<file path="src/design/cf_ram.sv">
// ----------------------------------------------------------------------------
// cf_ram
// Generic simple dual-port RAM, one write and one registered read port.
// ----------------------------------------------------------------------------
module cf_ram #(
  parameter int unsigned WIDTH = 16,
  parameter int unsigned DEPTH = 16,
  localparam int unsigned AW = (DEPTH > 1) ? $clog2(DEPTH) : 1
) (
  input  logic             clk,
  input  logic             we,
  input  logic [AW-1:0]    waddr,
  input  logic [WIDTH-1:0] wdata,
  input  logic [AW-1:0]    raddr,
  output logic [WIDTH-1:0] rdata_r
);

  logic [WIDTH-1:0] mem [DEPTH];

  // write port and registered read
  always_ff @(posedge clk) begin
    if (we) begin
      mem[waddr] <= wdata;
    end
    rdata_r <= mem[raddr];
  end

endmodule

</file>
<file path="config.mk">
export PLATFORM = sky130hd
export DESIGN_NAME = cf_ram
export DESIGN_NICKNAME = d
export VERILOG_FILES = /design/src/design/cf_ram.sv
export SDC_FILE = /design/constraint.sdc
export NUM_CORES = 1
export LEC_CHECK = 0
export ABC_AREA = 1
export BUFFER_PORTS_ARGS = -buffer_cell sky130_fd_sc_hd__buf_2
export CAP_MARGIN = 20
export CORE_MARGIN = 2
export CORE_UTILIZATION = 50
export CTS_BUF_LIST = sky130_fd_sc_hd__clkbuf_8
export CTS_CLUSTER_DIAMETER = 200
export DETAILED_ROUTE_END_ITERATION = 7
export GPL_TIMING_DRIVEN = 0
export HOLD_SLACK_MARGIN = 0.15
export PLACE_DENSITY_LB_ADDON = 0.2
export SLEW_MARGIN = 20
export SYNTH_ARGS = -nofsm -noshare
export SYNTH_HDL_FRONTEND = slang
export SYNTH_SLANG_ARGS = --single-unit
</file>
<file path="constraint.sdc">
create_clock -name clk -period 1.7 [get_ports clk]
set_input_delay 0.34 -clock clk [delete_from_list [all_inputs] [get_ports clk]]
set_output_delay 0.34 -clock clk [all_outputs]
set_load 0.01 [all_outputs]
</file>
==> impl_metrics.py <==
metrics = {
    "run_status": {
        "status": "finished clean",
    },
    "min_path": {
        "hold_path.class": "primary input to register",
    },
    "routing": {
        "wirelength_um": 28680,
        "wl_per_cell_um": 19.12,
        "drt_iter0_drc": 799,
        "routed_via_density": 5.152,
        "ant_nets": 0,
        "post-route-drc-count": 0,
        "num_vias": 7728,
        "drt_pass1_iterations": 5,
    },
    "timing": {
        "max_freq_mhz": 643.4,
        "rsz0062_at_grt": "false",
        "report.final.hold_viol_count": 0,
        "fin_crit_ps": 1554,
        "setup_viol": 0,
        "relSlewSlack_pct": 33.64,
        "skew_ps": 23.40,
        "slew_violations": 0,
        "min_period_over_period_pct": 91.43,
        "tightest_slew_ps": 995.4,
        "holdWs_ps": 164.2,
    },
    "clock_network": {
        "cts_tree": "yes",
        "cts-resized-gates": 0,
        "cts_setup_buffers": 0,
        "holdBufCountCts": 2,
        "clock_latency_ps": 550,
        "cts_made_buffers": 45,
        "cts.sinks": 272,
        "cts.clk_slew.worst_paths_ps": 60,
        "root_buffer": "clkbuf_8",
        "cts.path.max_buffers": 3,
        "htree_levels": 2,
    },
    "critical_path": {
        "worst-path-max-fanout": 10,
        "r2r_start": "mem[1][8]$_DFFE_PP_",
        "end_kind": "register",
        "worstPathRequired_ps": 2180,
        "startpoint_type": "primary input",
        "reg2reg_to": "rdata_r[8]$_DFF_P_",
        "startpoint": "raddr[1]",
        "reg2reg_depth": 6,
        "crit_type": "primary input to register",
        "critPathCapture": "rdata_r[11]$_DFF_P_",
        "reg2reg_slack_ps": 610,
        "crit_arrival_ps": 2040,
    },
    "global_route": {
        "gr-total-overflow": 0,
        "grt_max_degree": 17,
        "grt.total_usage_pct": 24.28,
        "antenna_found_initial": 0,
        "first_global_vias": 7217,
        "grt_pass1_wl_um": 42230,
    },
    "power_and_ir_drop": {
        "p_per_area_nw_per_um2": 1066,
        "ir_drop_mv": 0.5451,
        "p_leak_nw": 5.752,
        "total_power_mw": 13.93,
    },
    "layout": {
        "utilization_pct": 58.05,
        "layout.nets": 1204,
        "diodes": 0,
        "drive_gt1_share_pct": 13.99,
        "area_delta_synth_final_pct": 14.79,
    },
    "floorplan": {
        "die_y_um": 154.9,
        "rows": 55,
        "start_util_pct": 50.58,
        "fp.dieArea_um2": 23980,
        "core_area_um2": 22500,
        "ios": 42,
        "die_w_um": 154.9,
    },
    "flow_run": {
        "max_cap_violations": 0,
    },
    "placement": {
        "dp_hpwl_um": 19000,
        "portBuffers": 39,
        "place_congestion": 0.8280,
    },
    "logic_synthesis": {
        "ys_ff_latch": 272,
        "synth_area_leader_cell": "edfxtp_1",
        "synth_area_um2": 11380,
        "synth_adder_area_share_pct": 0,
        "synthTopCellsByArea": "edfxtp_1 68%, nand2_1 11%, nand3_1 8.5%, inv_1 6.5%, dfxtp_1 2.8%",
        "netlist.area_leader.share_pct": 67.55,
        "syn_inst": 1074,
        "synth_top_family_by_area": "simple AND/OR/NAND/NOR gates",
        "synth_nets": 1100,
        "syn_avg_cell_area_um2": 10.60,
        "synthSimpleGateAreaFrac_pct": 20.43,
        "seq_area_frac_synth_pct": 70.36,
        "yosysWarnings": 0,
        "ys_types": 13,
        "yosys.area_share.xor_xnor_pct": 0,
        "synth.area.mux_share_pct": 0,
        "synth_compound_area_share_pct": 0,
    },
}
## per-layer routing
layer	global-route usage [%]	vias to the layer above	wire, µm
met5	0	-	0
met4	10.27	0	1073
met3	5.682	87	2379
met2	39.87	336	13800
met1	31.25	3621	11430
li1	-	3684	-
## final cells by class
cell class / instances / area (µm²)
buffer: 51 / 305.3
clock buffer: 51 / 701.9
clock inverter: 33 / 158.9
fill: 1906 / 9439
inverter: 198 / 743.2
multi-input combinational: 553 / 2365
sequential: 272 / 8008
tap: 285 / 356.6
timing repair buffer: 57 / 425.4
## synth_stat cells
library cell    n
clkbuf_1       10
nand3b_1        2
edfxtp_1      256
nand2_1       341
buf_2          19
inv_1         196
inv_2           2
nor2_1         17
nand3_1       193
buf_4          18
buf_1           1
dfxtp_1        16
buf_6           3
## cell families (layout without fill, tap and decap cells)
| family | after synthesis | in the layout |
|---|---|---|
| AND/OR/NAND/NOR | 553 | 553 |
| buffers and inverters | 249 | 390 |
| flip-flops | 272 | 272 |
## metrics by stage
step	instances	worst slack [ps]	instance area [µm²]	setup TNS (ps)
global placement	1398	-772.6	11930	-182600
CTS	1500	253.4	13060	0
floorplan	1074	60.42	11380	0
finish	1500	145.7	13060	0
global route	1500	226.9	13060	0
detailed placement	1414	-320.6	12180	-6361
## how the worst min path moves through the flow
stage,start,cells after the start,slack [ps],to
after CTS,wdata[14],1,150,mem[12][14]$_DFFE_PP_
after global placement,mem[10][7]$_DFFE_PP_,6,650,rdata_r[7]$_DFF_P_
final,raddr[3],3,160,rdata_r[0]$_DFF_P_
after detailed placement,mem[11][5]$_DFFE_PP_,6,670,rdata_r[5]$_DFF_P_
after floorplan,wdata[0],0,440,mem[0][0]$_DFFE_PP_
after global routing,wdata[14],1,160,mem[12][14]$_DFFE_PP_
## cells in the final DEF (no fill, tap or decap), types with 2 or more instances in the layout
master         count
clkbuf_8          51
buf_4             18
clkinv_2           4
dlygate4sd3_1      2
nor2_2            16
nand2_1          341
edfxtp_1         256
buf_8              8
dfxtp_1           16
clkinv_1           3
inv_1            220
nand3b_1           2
buf_2             58
nand3_1          193
buf_6             11
inv_2              2
clkbuf_1          10
## worst max-delay path: stages
cell and delay [ps]:
buf_2 110, inv_2 170, clkbuf_1 780, nand3_1 190, nand3_1 130, nand3_1 170, nand2_1 130
## registers in the layout, summed over array words and instances (netlist names)
signal	count
rdata_r	16
mem	256
## report_power, final
group	internal, mW	switching, mW
registers	7.50	0.0331
logic	0.288	0.707
clock network	2.89	2.51
total	10.7	3.26
(Power assumes the default switching activity.)
